==> src/rtl/dtjs_pkg.sv <==
// shared types and constants for the dirty tile job scheduler
package dtjs_pkg;
  localparam int MaxTiles = 64;
  localparam int MaxJobs = 16;
  localparam int TileW = 6;

  typedef enum logic [2:0] {
    CMD_CLEAR    = 3'd0,
    CMD_MARK     = 3'd1,
    CMD_TAKE     = 3'd2,
    CMD_COMPLETE = 3'd3,
    CMD_RETRY    = 3'd4
  } cmd_t;

  localparam logic [1:0] REG_TILE_COUNT = 2'd0;
  localparam logic [1:0] REG_SETTLE     = 2'd1;
  localparam logic [1:0] REG_JOB_LIMIT  = 2'd2;

  // settle check request
  typedef struct packed {
    logic [47:0] now;
    logic [47:0] changed;
    logic [31:0] delay;
  } settle_req_t;
endpackage

==> src/rtl/dtjs_settle.sv <==
// shared settle compare unit: now >= changed and now - changed >= delay
module dtjs_settle (
  input  dtjs_pkg::settle_req_t req,
  output logic                  ok
);
  import dtjs_pkg::*;
  logic [48:0] diff;
  assign diff = {1'b0, req.now} - {1'b0, req.changed};
  assign ok = !diff[48] && (diff[47:0] >= {16'd0, req.delay});
endmodule

==> config.mk <==
export PLATFORM = sky130hd
export DESIGN_NAME = dtjs_settle
export DESIGN_NICKNAME = d
export VERILOG_FILES = /design/src/rtl/dtjs_pkg.sv /design/src/rtl/dtjs_settle.sv
export SDC_FILE = /design/constraint.sdc
export NUM_CORES = 1
export LEC_CHECK = 0
export BUFFER_PORTS_ARGS = -buffer_cell sky130_fd_sc_hd__buf_2
export CORE_AREA = 2 2 91 93
export DETAILED_ROUTE_END_ITERATION = 6
export DIE_AREA = 0 0 93 95
export PLACE_DENSITY = 0.83
export SLEW_MARGIN = 20
export SYNTH_ARGS = -nofsm -noshare
export SYNTH_HDL_FRONTEND = slang
export SYNTH_SLANG_ARGS = --single-unit
export TNS_END_PERCENT = 50
==> constraint.sdc <==
create_clock -name vclk -period 8.33
set_input_delay 2.0825 -clock vclk [all_inputs]
set_output_delay 2.0825 -clock vclk [all_outputs]
set_load 0.01 [all_outputs]
==> qor.yml <==
logic_synthesis:
  synth_warnings: 0
  yosys.cell_types.count: 77
  synth_area_sq_um: 4230
  synth_cells: 624
  syn_area_per_cell_sq_um: 6.78
  syn-num-nets: 833
  synth_seq_area_share_pct: 0
timing:
  setup_violations: 0
  drv_slew: 0
  fmax_ghz: 0.125
  period_share_pct: 96.3
  whs_ns: 4.67
  fin_ws_ns: 0.309
  relSlewSlack_pct: 61.8
  hold_violations: 0
  period_needed_ns: 8.02
  max_slew.worst_pin.slew_ns: 0.567
  fin_tns_setup_ns: 0
  rsz0062_at_grt: "false"
global_route:
  grt_overflow: 0
  grt_use_met2_pct: 47.5
  globalRouteMet1Util_pct: 35.0
  met3_usage_pct: 0.878
  busiest_layer: "met2"
  grt_max_degree: 13
  grt_use_total_pct: 26.4
  grt_pass1_vias: 4492
  grt_first_pass_wirelength_um: 19700
  antenna_found_initial: 0
floorplan:
  start_util_pct: 53.3
  fp.dieH_um: 95
  std_cell_rows: 33
  io_pins: 129
  dieArea_sq_um: 8840
  die_width_um: 93
  coreArea_sq_um: 7930
route:
  vias: 4866
  drcViolationCount: 0
  vias_per_cell: 5.80
  ant_nets: 0
  routedWlPerCell_um: 14.1
  wirelength_um: 11800
  dr.pass1.iters: 5
  drtIter0Drc: 252
flow_run:
  maxCapViolCount: 0
layout:
  seqCellArea_sq_um: 0
  layout_common_cells: "129 x buf_2, 93 x inv_1, 80 x ha_1, 65 x a21oi_1, 50 x nand2_1"
  antenna_cells: 0
  drive_gt1_share_pct: 21.3
  final_common_cell: "buf_2"
  seq_cell_count: 0
  nNetsFinal: 945
  syn_to_final_growth_pct: 14.8
  final_cell_area_sq_um: 4850
  clkbuf_count: 0
placement:
  place_area_sq_um: 4850
  place.gp.congestion: 0.933
  dp_slack_ns: 0.398
  dpl.hpwl_um: 10400
  portBuffers: 129
power:
  vdd_drop_max_v: 0.0000474
  powerDensity_nw_per_um2: 79.1
  leakage_nw: 2.57
setup_path:
  crit_chain: "buf_2 -> inv_1 -> ha_1 -> a211oi_1 -> o211ai_1 -> a21boi_0 -> a21boi_0 -> o21ai_0 -> xor2_1 -> ha_1 -> a21o_1 -> a21oi_1 -> nor2b_1 -> o21ai_0 -> and4_1 -> o2111ai_1 -> nor4_2 -> a32oi_1 -> buf_2"
  critPathKind: "in -> out"
  crit_path_end_kind: "output port"
  slowest_stage: "a211oi_1"
  cpPeakStageDelay_ns: 0.40
  worstPathRequired_ns: 6.25
  crit_fanout: 8
  arrival_ns: 5.94
  critPathLaunchType: "input pin"
clock_network:
  ctsHoldBuffers: 0
  cts_setup_buffers: 0
  cts_resized: 0
status:
  status: "finished, final reports clean"
min_path:
  hold_path_class: "in -> out"
  min_path_cells: 5
cells in the mapped netlist, types with 3 or more instances:
library cell  count  area (sq um)
inv_1            93           349
ha_1             80          1000
a21oi_1          65           325
nand2_1          50           188
nor2_1           44           165
o21ai_0          44           220
xnor2_1          22           193
a21o_1           20           150
nand4_1          20           125
nor3_1           14          70.1
xor2_1           14           123
nand3_1          13          65.1
a211oi_1          8          60.1
buf_2             7          35.0
o21a_1            7          52.6
o21bai_1          7          52.6
and3_1            6          37.5
and4_1            6          52.6
buf_6             6          67.6
o2111ai_1         5          43.8
and2_1            4          25.0
nand2b_1          4          25.0
o211ai_1          4          30.0
o21ai_1           4          20.0
a211oi_2          3          37.5
a21boi_0          3          22.5
a21oi_2           3          26.3
a221oi_1          3          26.3
a31oi_1           3          18.8
nor2b_1           3          18.8
or4_1             3          22.5
area by class of cell:
| type | count | area (sq um) |
|---|---|---|
| Timing Repair Buffer | 129 | 646 |
| Tap cell | 105 | 131 |
| Inverter | 93 | 349 |
| Fill cell | 778 | 3070 |
| Multi-Input combinational cell | 512 | 3730 |
path summary, 6_finish.rpt:
path,slack (ns),from,to
worst max-delay path,0.31,req[47],ok
worst min-delay path,4.67,req[127],ok
critical path, delay by kind of cell:
family	cells	cell delay (ns)
compound gates	10	2.14
buf+inv	3	0.26
fa+ha+maj	2	0.68
xor+xnor	1	0.17
simple gates	3	0.60
power by group:
group          leakage (nW)  switching (mW)  internal [mW]  total, mW
Sequential                0               0              0          0
Combinational          2.57           0.218          0.166      0.384
Clock                     0               0              0          0
metrics by stage:
step                util (%)  std cells  power (mW)
floorplan                  -        624       0.286
global placement        61.2        839       0.366
detailed placement      61.2        839       0.378
CTS                     61.2        839       0.380
global route            61.2        839       0.432
finish                  61.2        839       0.384
cells by family (layout without fill, tap and decap cells):
logic type / count (synthesis) / in the layout / synth area share, %
and+or+nand+nor: 184 / 184 / 22.9
adders and majority gates: 81 / 81 / 24.1
AOI/OAI and AO/OA: 208 / 208 / 32.9
muxes: 3 / 3 / 0.740
buffers and inverters: 112 / 222 / 11.8
xor gates and xnor gates: 36 / 36 / 7.46
routing by layer:
layer,wire (um),up-vias,share of wire [%]
li1,-,2470,-
met1,5490,2203,46
met2,5480,169,46
met3,591,24,5.0
met4,275,0,2.3
met5,0,-,0
Power figures use the tool's default switching activity.
